<file path="config.mk">
export PLATFORM = sky130hd
export DESIGN_NAME = split_range_heat_cool_output_stage
export DESIGN_NICKNAME = d
export VERILOG_FILES = /design/src/hdl/srhc_pkg.sv /design/src/hdl/srhc_cfg.sv /design/src/hdl/srhc_decide.sv /design/src/hdl/split_range_heat_cool_output_stage.sv
export SDC_FILE = /design/constraint.sdc
export NUM_CORES = 1
export LEC_CHECK = 0
export BUFFER_PORTS_ARGS = -buffer_cell sky130_fd_sc_hd__buf_2
export CORE_ASPECT_RATIO = 0.9
export CORE_MARGIN = 3
export CORE_UTILIZATION = 45
export CTS_CLUSTER_SIZE = 14
export DETAILED_ROUTE_END_ITERATION = 12
export MAX_ROUTING_LAYER = met4
export PLACE_DENSITY_LB_ADDON = 0.2
export SYNTH_ARGS = -nofsm -noshare
export SYNTH_HDL_FRONTEND = slang
export SYNTH_SLANG_ARGS = --single-unit
</file>
<file path="constraint.sdc">
create_clock -name clk -period 5.8 [get_ports clk]
set_input_delay 1.16 -clock clk [delete_from_list [all_inputs] [get_ports clk]]
set_output_delay 1.16 -clock clk [all_outputs]
set_load 0.01 [all_outputs]
</file>
<file path="src/hdl/srhc_pkg.sv">
package srhc_pkg;

    // Tick throttle and Q1.14 scaling
    localparam int unsigned MIN_INTERVAL_MS = 100;
    localparam int unsigned FRACTION_BITS   = 14;

    localparam int unsigned LEVEL_W = FRACTION_BITS + 1;  // 0 .. 1.0 inclusive
    localparam int unsigned TIME_W  = 32;
    localparam int unsigned PID_W   = 16;

    // Configuration port
    localparam int unsigned APB_AW = 3;
    localparam int unsigned APB_DW = 32;

    // Register select: bit 2 of the byte address picks the register
    typedef enum logic
    {
        REG_DEADBAND   = 1'b0,
        REG_CHANGEOVER = 1'b1
    } reg_sel_t;

    // One input tick, packed with now_ms in the lowest bits
    typedef struct packed
    {
        logic [4:0]               pad;
        logic                     tuning;
        logic                     sensor_valid;
        logic                     enabled;
        logic signed [PID_W-1:0]  pid_out;
        logic [TIME_W-1:0]        now_ms;
    } tick_t;

    localparam int unsigned TICK_W = $bits(tick_t);

    // One result, packed with heat_cmd in the lowest bits
    typedef struct packed
    {
        logic                 cool_active;
        logic                 heat_active;
        logic [LEVEL_W-1:0]   cool_cmd;
        logic [LEVEL_W-1:0]   heat_cmd;
    } result_t;

    localparam int unsigned RESULT_W = $bits(result_t);

    // Drive state carried from tick to tick
    typedef struct packed
    {
        logic                 has_started;
        logic [TIME_W-1:0]    last_tick_time;
        logic                 heat_is_on;
        logic                 cool_is_on;
        logic [TIME_W-1:0]    heat_off_time;
        logic [TIME_W-1:0]    cool_off_time;
        logic                 heat_off_known;
        logic                 cool_off_known;
    } drive_state_t;

    // Settings from the register file
    typedef struct packed
    {
        logic [LEVEL_W-1:0]   deadband;
        logic [TIME_W-1:0]    changeover_ms;
    } srhc_cfg_t;

endpackage

</file>
<file path="src/hdl/srhc_cfg.sv">
module srhc_cfg
(
    input  logic                        clk,
    input  logic                        rst_n,
    input  logic                        psel,
    input  logic                        penable,
    input  logic                        pwrite,
    input  logic [srhc_pkg::APB_AW-1:0] paddr,
    input  logic [srhc_pkg::APB_DW-1:0] pwdata,
    output logic [srhc_pkg::APB_DW-1:0] prdata,
    output logic                        pready,
    output srhc_pkg::srhc_cfg_t         cfg
);
    import srhc_pkg::*;

    logic [LEVEL_W-1:0] deadband_reg;
    logic [TIME_W-1:0]  changeover_reg;
    logic               wr_en;
    reg_sel_t           sel;

    assign pready = 1'b1;
    assign wr_en  = psel && penable && pwrite;
    assign sel    = reg_sel_t'(paddr[2]);

    always_ff @(posedge clk or negedge rst_n)
    begin
        if (!rst_n)
        begin
            deadband_reg   <= '0;
            changeover_reg <= '0;
        end
        else if (wr_en)
        begin
            unique case (sel)
                REG_DEADBAND:   deadband_reg   <= pwdata[LEVEL_W-1:0];
                REG_CHANGEOVER: changeover_reg <= pwdata[TIME_W-1:0];
                default:        ;
            endcase
        end
    end

    always_comb
    begin
        unique case (sel)
            REG_DEADBAND:   prdata = {{(APB_DW-LEVEL_W){1'b0}}, deadband_reg};
            REG_CHANGEOVER: prdata = changeover_reg;
            default:        prdata = '0;
        endcase
    end

    assign cfg.deadband      = deadband_reg;
    assign cfg.changeover_ms = changeover_reg;

endmodule

</file>
<file path="src/hdl/srhc_decide.sv">
module srhc_decide
(
    input  srhc_pkg::tick_t        tick,
    input  srhc_pkg::drive_state_t st,
    input  srhc_pkg::srhc_cfg_t    cfg,
    output srhc_pkg::drive_state_t st_next,
    output srhc_pkg::result_t      res,
    output logic                   emit
);
    import srhc_pkg::*;

    localparam logic signed [PID_W:0] ONE_Q = (PID_W+1)'(1 << FRACTION_BITS);

    logic signed [PID_W:0] pid_x;
    logic signed [PID_W:0] pid_neg;
    logic signed [PID_W:0] db_x;
    logic [TIME_W-1:0]     since_tick;
    logic [TIME_W-1:0]     since_cool_off;
    logic [TIME_W-1:0]     since_heat_off;
    logic                  throttled;
    logic                  want_heat;
    logic                  want_cool;
    logic                  dead_active;
    logic [LEVEL_W-1:0]    heat_lvl;
    logic [LEVEL_W-1:0]    cool_lvl;

    assign pid_x   = {tick.pid_out[PID_W-1], tick.pid_out};
    assign pid_neg = -pid_x;
    assign db_x    = signed'({{(PID_W+1-LEVEL_W){1'b0}}, cfg.deadband});

    assign since_tick     = tick.now_ms - st.last_tick_time;
    assign since_cool_off = tick.now_ms - st.cool_off_time;
    assign since_heat_off = tick.now_ms - st.heat_off_time;
    assign throttled      = st.has_started && (since_tick < TIME_W'(MIN_INTERVAL_MS));
    assign dead_active    = (cfg.changeover_ms != '0) && !tick.tuning;

    assign heat_lvl = (pid_x > ONE_Q)   ? ONE_Q[LEVEL_W-1:0] : pid_x[LEVEL_W-1:0];
    assign cool_lvl = (pid_neg > ONE_Q) ? ONE_Q[LEVEL_W-1:0] : pid_neg[LEVEL_W-1:0];

    always_comb
    begin
        st_next   = st;
        res       = '0;
        emit      = 1'b0;
        want_heat = 1'b0;
        want_cool = 1'b0;

        if (!tick.enabled || !tick.sensor_valid)
        begin
            // forced off: record switch-off times, report all zeros
            if (st.heat_is_on)
            begin
                st_next.heat_is_on     = 1'b0;
                st_next.heat_off_time  = tick.now_ms;
                st_next.heat_off_known = 1'b1;
            end
            if (st.cool_is_on)
            begin
                st_next.cool_is_on     = 1'b0;
                st_next.cool_off_time  = tick.now_ms;
                st_next.cool_off_known = 1'b1;
            end
            emit = 1'b1;
        end
        else if (!throttled)
        begin
            st_next.has_started    = 1'b1;
            st_next.last_tick_time = tick.now_ms;

            want_heat = pid_x > db_x;
            want_cool = pid_neg > db_x;

            if (dead_active)
            begin
                if (want_heat && !st.heat_is_on &&
                    (st.cool_is_on ||
                     (st.cool_off_known && since_cool_off < cfg.changeover_ms)))
                    want_heat = 1'b0;
                if (want_cool && !st.cool_is_on &&
                    (st.heat_is_on ||
                     (st.heat_off_known && since_heat_off < cfg.changeover_ms)))
                    want_cool = 1'b0;
            end

            // interlock: never both
            if (want_heat && want_cool)
            begin
                want_heat = 1'b0;
                want_cool = 1'b0;
            end

            st_next.heat_is_on = want_heat;
            st_next.cool_is_on = want_cool;
            if (st.heat_is_on && !want_heat)
            begin
                st_next.heat_off_time  = tick.now_ms;
                st_next.heat_off_known = 1'b1;
            end
            if (st.cool_is_on && !want_cool)
            begin
                st_next.cool_off_time  = tick.now_ms;
                st_next.cool_off_known = 1'b1;
            end

            res.heat_cmd    = want_heat ? heat_lvl : '0;
            res.cool_cmd    = want_cool ? cool_lvl : '0;
            res.heat_active = want_heat;
            res.cool_active = want_cool;
            emit = 1'b1;
        end
    end

endmodule

</file>
<file path="src/hdl/split_range_heat_cool_output_stage.sv">
// Split-range heat/cool output stage. Each transfer on the s_ side is one
// control tick (timestamp, signed Q1.14 controller output, enable, sensor
// valid, tuning); the block answers with at most one transfer on the m_ side
// carrying the heat and cool drive levels and which side is on. Enabled ticks
// with a valid sensor that arrive less than 100 ms after the last accepted
// tick produce no result; a disabled tick or one with an invalid sensor
// always produces an all-zero result.
// Timing: a tick is taken into an input register, decided by one pass of
// compare/clamp logic and a 32-bit elapsed-time subtract against the drive
// state, and lands in the result register, which drives m_tvalid. Throughput
// is one tick per cycle, set by the drive state update that each tick needs
// from the one before it; the input stalls only while a result waits in the
// result register with m_tready low. Registers (APB, byte addresses): 0x0
// deadband (15 bits), 0x4 changeover_ms (32 bits, 0 turns the dead time
// off). Write them only while no tick is in flight.
module split_range_heat_cool_output_stage
(
    input  logic                          clk,
    input  logic                          rst_n,

    // tick in: [31:0] now_ms, [47:32] pid_out, [48] enabled,
    //          [49] sensor_valid, [50] tuning, [55:51] zero
    input  logic                          s_tvalid,
    output logic                          s_tready,
    input  logic [srhc_pkg::TICK_W-1:0]   s_tdata,

    // result out: [14:0] heat_cmd, [29:15] cool_cmd, [30] heat_active,
    //             [31] cool_active
    output logic                          m_tvalid,
    input  logic                          m_tready,
    output logic [srhc_pkg::RESULT_W-1:0] m_tdata,

    input  logic                          psel,
    input  logic                          penable,
    input  logic                          pwrite,
    input  logic [srhc_pkg::APB_AW-1:0]   paddr,
    input  logic [srhc_pkg::APB_DW-1:0]   pwdata,
    output logic [srhc_pkg::APB_DW-1:0]   prdata,
    output logic                          pready
);
    import srhc_pkg::*;

    srhc_cfg_t    cfg;
    tick_t        tick_reg;
    logic         tick_valid_reg;
    drive_state_t state_reg;
    drive_state_t state_next;
    result_t      res_next;
    result_t      res_reg;
    logic         res_valid_reg;
    logic         emit;
    logic         advance;

    srhc_cfg u_cfg
    (
        .clk     (clk),
        .rst_n   (rst_n),
        .psel    (psel),
        .penable (penable),
        .pwrite  (pwrite),
        .paddr   (paddr),
        .pwdata  (pwdata),
        .prdata  (prdata),
        .pready  (pready),
        .cfg     (cfg)
    );

    srhc_decide u_decide
    (
        .tick    (tick_reg),
        .st      (state_reg),
        .cfg     (cfg),
        .st_next (state_next),
        .res     (res_next),
        .emit    (emit)
    );

    // Advance the held tick whenever the result register is free or being
    // drained this cycle; the input register then refills in the same cycle.
    assign advance  = tick_valid_reg && (!res_valid_reg || m_tready);
    assign s_tready = !tick_valid_reg || advance;

    always_ff @(posedge clk or negedge rst_n)
    begin
        if (!rst_n)
        begin
            tick_valid_reg <= 1'b0;
            res_valid_reg  <= 1'b0;
            state_reg      <= '0;
        end
        else
        begin
            if (s_tready)
                tick_valid_reg <= s_tvalid;

            // Commit the drive state once per tick, even for a dropped tick
            // (where it is left unchanged by the decision logic).
            if (advance)
                state_reg <= state_next;

            if (advance)
                res_valid_reg <= emit;
            else if (m_tready)
                res_valid_reg <= 1'b0;
        end
    end

    // Payload registers: no reset needed
    always_ff @(posedge clk)
    begin
        if (s_tready && s_tvalid)
            tick_reg <= tick_t'(s_tdata);
        if (advance && emit)
            res_reg <= res_next;
    end

    assign m_tvalid = res_valid_reg;
    assign m_tdata  = res_reg;

endmodule
</file>
Word level (Yosys, flattened, before mapping)
Index checks and enable logic that the tools add are counted.
- shift-type cells: 0
- $mul: 0
- eq/ne operators: 3
- magnitude comparators: 7
- reduce and logical (&&, ||, !) cells: 45
- multiplexer cells: 31
- divide/modulo/power cells: 0
- add/sub/neg operators: 4
- bitwise operators: 5
- operator list (operator ; count):
    68-bit two-way mux ; 2
    32-bit two-way mux ; 4
    32-bit subtractor ; 3
    32-bit less-than comparator ; 2
    32-bit case mux with 2 select lines ; 1
    32-bit by 7-bit less-than comparator with 1-bit output (second input constant) ; 1
    32-bit nonzero test ; 1
    15-bit two-way mux ; 2
    1-bit two-way mux ; 22
    17-bit by 16-bit greater-than comparator with 1-bit output ; 1
    17-bit by 16-bit greater-than comparator with 1-bit output (second input constant) ; 1
    16-bit negator with 17-bit output ; 1
    16-bit greater-than comparator ; 1
    16-bit greater-than comparator (second input constant) ; 1
    1-bit logical AND ; 16
    1-bit logical NOT ; 9
    4-bit AND reduction ; 2
    4-bit OR reduction ; 2
    2-bit != test (second input constant) ; 3
    2-bit AND reduction ; 3
    2-bit nonzero test ; 3
    3-bit OR reduction ; 2
    1-bit logical OR ; 5
    1-bit inverter ; 5
    2 further kinds ; 2
- bits in latches: 0
- register bits: 233
- memories kept: 0
- word-level logic and storage cells: 118
- ROM bits: 0
- bits of input ports: 98
- output and inout bits: 67
- RAM bits: 0

Logic depth before layout (Yosys ltp)
- depth after elaboration: 18
- depth in mapped cells: 28

Modules after synthesis
A second synthesis with hierarchy kept.
- cells, all modules: 2135
- area, all modules: 20216.9 µm²
- by module, submodules not included (module ; cells an instance ; instances ; seq. area each (µm²) ; area each (µm²)):
    srhc_decide ; 1685 ; 1 ; 0.0 ; 11113.2
    split_range_heat_cool_output_stage ; 312 ; 1 ; 5220.0 ; 6960.4
    srhc_cfg ; 138 ; 1 ; 1176.1 ; 2143.3

Worst setup path after synthesis
OpenSTA, ideal clock, no wires.
- kind: register to register
- start point: register tick_reg[1] in the netlist's numbering
- end point: register state_reg[12] in the netlist's numbering
- library setup time: 0.127 ns
- path slack: 0.115 ns
- stages on the path, launching flop included: 26
- arrival time: 5.557 ns
- cells stage by stage: edfxtp_1 > ha_1 > nor2b_1 > o31a_1 > o311ai_0 > a21oi_1 > a211oi_1 > o311ai_0 > o311a_1 > or2_2 > a21o_1 > a21o_1 > xor2_1 > ha_1 > a21o_1 > a21o_1 > a21oi_1 > or2_2 > a41oi_1 > a2111oi_0 > a2bb2oi_1 > and3_1 > nor2_1 > o31ai_4 > buf_6 > mux2_1
- longest elaborated chain between the ends: 17
- ends and longest elaborated chain (item ; RTL line ; text):
    start: declaration ; split_range_heat_cool_output_stage.sv:44 ; tick_t tick_reg;
    start signal: assignment ; split_range_heat_cool_output_stage.sv:112 ; tick_reg <= tick_t'(s_tdata);
    32-bit subtractor, on equally long branches ; srhc_decide.sv:32, srhc_decide.sv:33 ;
    32-bit less-than comparator, on equally long branches ; srhc_decide.sv:77, srhc_decide.sv:81 ;
    1-bit logical AND, on equally long branches ; srhc_decide.sv:77, srhc_decide.sv:81 ;
    1-bit logical OR, on equally long branches ; srhc_decide.sv:76, srhc_decide.sv:80 ;
    1-bit logical AND, on equally long branches ; srhc_decide.sv:75, srhc_decide.sv:79 ;
    1-bit two-way mux, on equally long branches ; srhc_decide.sv:75, srhc_decide.sv:79 ;
    1-bit two-way mux ; srhc_decide.sv:73 ; if (dead_active)
    1-bit two-way mux ; srhc_decide.sv:65 ; else if (!throttled)
    1-bit two-way mux ; srhc_decide.sv:48 ; if (!tick.enabled || !tick.sensor_valid)
    1-bit logical AND ; srhc_decide.sv:86 ; if (want_heat && want_cool)
    1-bit two-way mux ; srhc_decide.sv:86 ;
    1-bit two-way mux ; srhc_decide.sv:65 ;
    1-bit two-way mux ; srhc_decide.sv:48 ;
    1-bit logical NOT ; srhc_decide.sv:99 ; if (st.cool_is_on && !want_cool)
    1-bit logical AND ; srhc_decide.sv:99 ;
    2-bit nonzero test (no line) ; - ;
    4-bit AND reduction (no line) (*) ; - ;
    end signal: assignment ; split_range_heat_cool_output_stage.sv:99 ; state_reg <= state_next;
    end: declaration ; split_range_heat_cool_output_stage.sv:46 ; drive_state_t state_reg;
Mark *: on every way between the ends. The rest lies on a longest branch, timed or not. The select of a mux whose other input is x is not followed.
A chain may end at the register's enable or synchronous reset.

Worst setup path after layout
- start point: register tick_reg[1] in the netlist's numbering
- end point: register state_reg[51] in the netlist's numbering
- longest elaborated chain between the ends: 17
- ends and longest elaborated chain (item ; RTL line ; text):
    32-bit subtractor, on equally long branches ; srhc_decide.sv:32, srhc_decide.sv:33 ;
    32-bit less-than comparator, on equally long branches ; srhc_decide.sv:77, srhc_decide.sv:81 ;
    1-bit logical AND, on equally long branches ; srhc_decide.sv:77, srhc_decide.sv:81 ;
    1-bit logical OR, on equally long branches ; srhc_decide.sv:76, srhc_decide.sv:80 ;
    1-bit logical AND, on equally long branches ; srhc_decide.sv:75, srhc_decide.sv:79 ;
    1-bit two-way mux, on equally long branches ; srhc_decide.sv:75, srhc_decide.sv:79 ;
    1-bit two-way mux ; srhc_decide.sv:73 ;
    1-bit two-way mux ; srhc_decide.sv:65 ;
    1-bit two-way mux ; srhc_decide.sv:48 ;
    1-bit logical AND ; srhc_decide.sv:86 ;
    1-bit two-way mux ; srhc_decide.sv:86 ;
    1-bit two-way mux ; srhc_decide.sv:65 ;
    1-bit two-way mux ; srhc_decide.sv:48 ;
    1-bit logical NOT ; srhc_decide.sv:94 ; if (st.heat_is_on && !want_heat)
    1-bit logical AND ; srhc_decide.sv:94 ;
    2-bit nonzero test (no line) ; - ;
    4-bit AND reduction (no line) (*) ; - ;
Marked as above.

==> flow_summary.toml <==
[drt]
wirelength_um = 43670
vias = 13100
drc_errors = 0
via_per_inst = 5.450
antenna_left = 0
firstDrtPassIters = 5
drtIter0Drc = 709
wl_per_cell_um = 18.17

[clocking]
cts_max_level = 1
cts_tree = "built"
clk_latency_ns = 0.57
cts_root_buffer = "clkbuf_16"
cts.sinks = 233
cts-buffers-inserted = 28
clk_path_buf_depth = 3
clk_pin_slew_ns = 0.06
ctsHoldBuffers = 0

[timing]
drv_slew = 0
fin_crit_sh_pct = 98.00
finalClockSkew_ns = 0.01846
hold_violations = 0
rsz0062_at_grt = "true"
tightest_slew_ns = 0.8661
maxSlewHeadroom_pct = 41.95
setup-violations-final = 0
fmax_mhz = 175.9
tns_ns = 0
finalCriticalPeriod_ns = 5.684

[finish]
drive_above_1_share_pct = 26.97
fillers = 3184
largest_reg_flops = 101
area_delta_synth_final_pct = 21.62
multi_input_area_sq_mm = 0.009972
nets = 2191
diodes = 0
regArea_sq_mm = 0.006246

[yosys]
synth_seq_cells = 233
synth-edff-count = 83
netlist_instances = 1658
synth_compound_area_share_pct = 14.94
synth_ff_type = "dfrtp_1"
synth_most_common_cell = "ha_1"
syn-num-nets = 1943
synth_mux_area_share_pct = 10.10
yosysTopAreaCellShare_pct = 22.66
synthTopCellsByArea = "dfrtp_1 23%, edfxtp_1 15%, ha_1 14%"
synth_top_area_cell = "dfrtp_1"
syn-cell-area_sq_mm = 0.01657
yosys.area_share.simple_pct = 13.34
ys_warn_count = 0
yosysSeqAreaShare_pct = 37.70
synthArstFlopShare_pct = 64.38
synth_top_family_by_area = "compound AO/OA/AOI/OAI gates"
yosysUniqueCellTypes = 82
avgSynthCellArea_sq_um = 9.993
synthAdderAreaFrac_pct = 14.21
synth-xor-area-share_pct = 4.229
synth_commonest_cells = "185 x ha_1, 178 x inv_1, 150 x dfrtp_1"

[global_route]
grt_use_total_pct = 21.76
grt_pass1_vias = 12740
gr-total-overflow = 0
antenna_found_initial = 0
grt_first_pass_wirelength_um = 67650
grt_max_degree = 65

[critical_path]
reg2reg_slack_ns = 0.12
crit_top_cell = "buf_4"
worstPathMaxFanout = 7
slowest_stage = "a2111oi_2"
r2r-start = "tick_reg[1]"
crit_path_end_kind = "flip-flop"
arrival_ns = 6.12
cp-start-kind = "flip-flop"
worstSetupPathType = "reg -> reg"
worstReg2RegEnd = "state_reg[51]"
crit_path_max_incr_delay_ns = 0.45
worst_ep_required_time_ns = 6.24
r2r_cells = 28

[die]
io_pins = 165
die_h_um = 188.0
dieArea_sq_mm = 0.03916
rows = 66
die_w_um = 208.3
start_util_pct = 45.70
core_sq_mm = 0.03625

[hold_path]
hold_path_class = "reg -> reg"
min_from = "state_reg[100]"
min_path_cells = 1
min_to = "state_reg[100]"

[job]
cap_violations = 0

[power]
max-vdd-ir-drop_uv = 233.4
total_power_uw = 9461
leakage_uw = 0.009503
power_density_mw_per_mm2 = 469.5

[placement]
routabilityCongestion = 0.9021
port_buffers = 156
dp_hpwl_um = 32980

[outcome]
status = "complete, no violations"
## stage by stage
stage                     hold slack (ns)  utilization, %  instance area (sq um)  std cells  setup WS (ns)
final                              0.4683           55.58                  20150       2404         0.1160
after global routing               0.4886           55.58                  20150       2404        -0.1917
after CTS                          0.4687           54.29                  19680       2395        0.01297
after detailed placement           0.4547           50.90                  18450       2336        -0.6136
after global placement             0.4565           50.90                  18450       2336        -0.5264
after floorplan                    0.4255               -                  16570       1658         0.1152
## critical path, delay by kind of cell (launching register included)
kind	cells	cell delay, ns
fa+ha+maj	2	0.59
buf+inv	7	1.22
compound gates	11	2.16
xor+xnor	1	0.14
simple gates	6	0.73
mux	1	0.30
flops	1	0.40
## repair_timing
action / 4_1_cts / 5_1_grt
gates resized for setup: 40 / 110
setup buffers: 3 / 15
cloned: 4 / 3
pin swaps: 21 / 45
setup endpoints to repair: 100 / 96
## layout make-up
type,instances,area share [%]
clock buffers,35,3.713
clock inverters,17,1.087
inverters,178,3.328
multi-input cells,1203,49.49
flip-flops and latches,233,31.00
well taps,476,2.956
repair buffers,262,8.432
## power by group
group          total [uW]  switching (uW)  internal [uW]
Sequential           2370             268           2110
Combinational        5230            2750           2480
Clock                1850             721           1130
Total                9460            3740           5720
## placed cells by master (no fill, tap or decap), types with 11 or more instances in the layout
cell	n
ha_1	180
inv_1	175
buf_2	155
dfrtp_1	150
a21oi_1	104
buf_4	93
mux2_2	85
edfxtp_1	83
nor2_1	76
nand2_1	76
mux2_4	60
o21ai_0	56
xnor2_1	55
a21o_1	54
nand3_1	32
clkbuf_16	32
nand4_1	30
and3_1	28
nor3_1	27
and2_1	25
xor2_1	21
nor2b_1	21
nand2b_1	20
nor4_1	19
a211oi_1	16
o21a_1	13
o211ai_1	11
## worst max path at each step
stage	startpoint	to	depth (start not counted)
final	tick_reg[1]	state_reg[51]	28
after detailed placement	state_reg[35]	state_reg[41]	27
after global placement	state_reg[35]	state_reg[39]	27
after floorplan	tick_reg[1]	state_reg[12]	25
after global routing	tick_reg[1]	state_reg[35]	28
after CTS	tick_reg[0]	state_reg[26]	27
## routing by layer
| layer | vias to the layer above | share of wire [%] | GRT usage [%] |
|---|---|---|---|
| met3 | 61 | 4.5 | 2.877 |
| li1 | 6517 | - | - |
| met1 | 6229 | 50 | 31.18 |
| met4 | 0 | 2.3 | 4.485 |
| met5 | - | 0 | - |
| met2 | 295 | 44 | 33.27 |
## logic make-up (layout without fill, tap and decap cells)
group           Yosys count  after routing
flops                   233            233
compound gates          369            369
xor+xnor                 80             80
other cells               1              1
simple gates            417            417
fa+ha+maj               187            187
mux                     149            149
buf+inv                 222            492
Power figures use the tool's default switching activity.
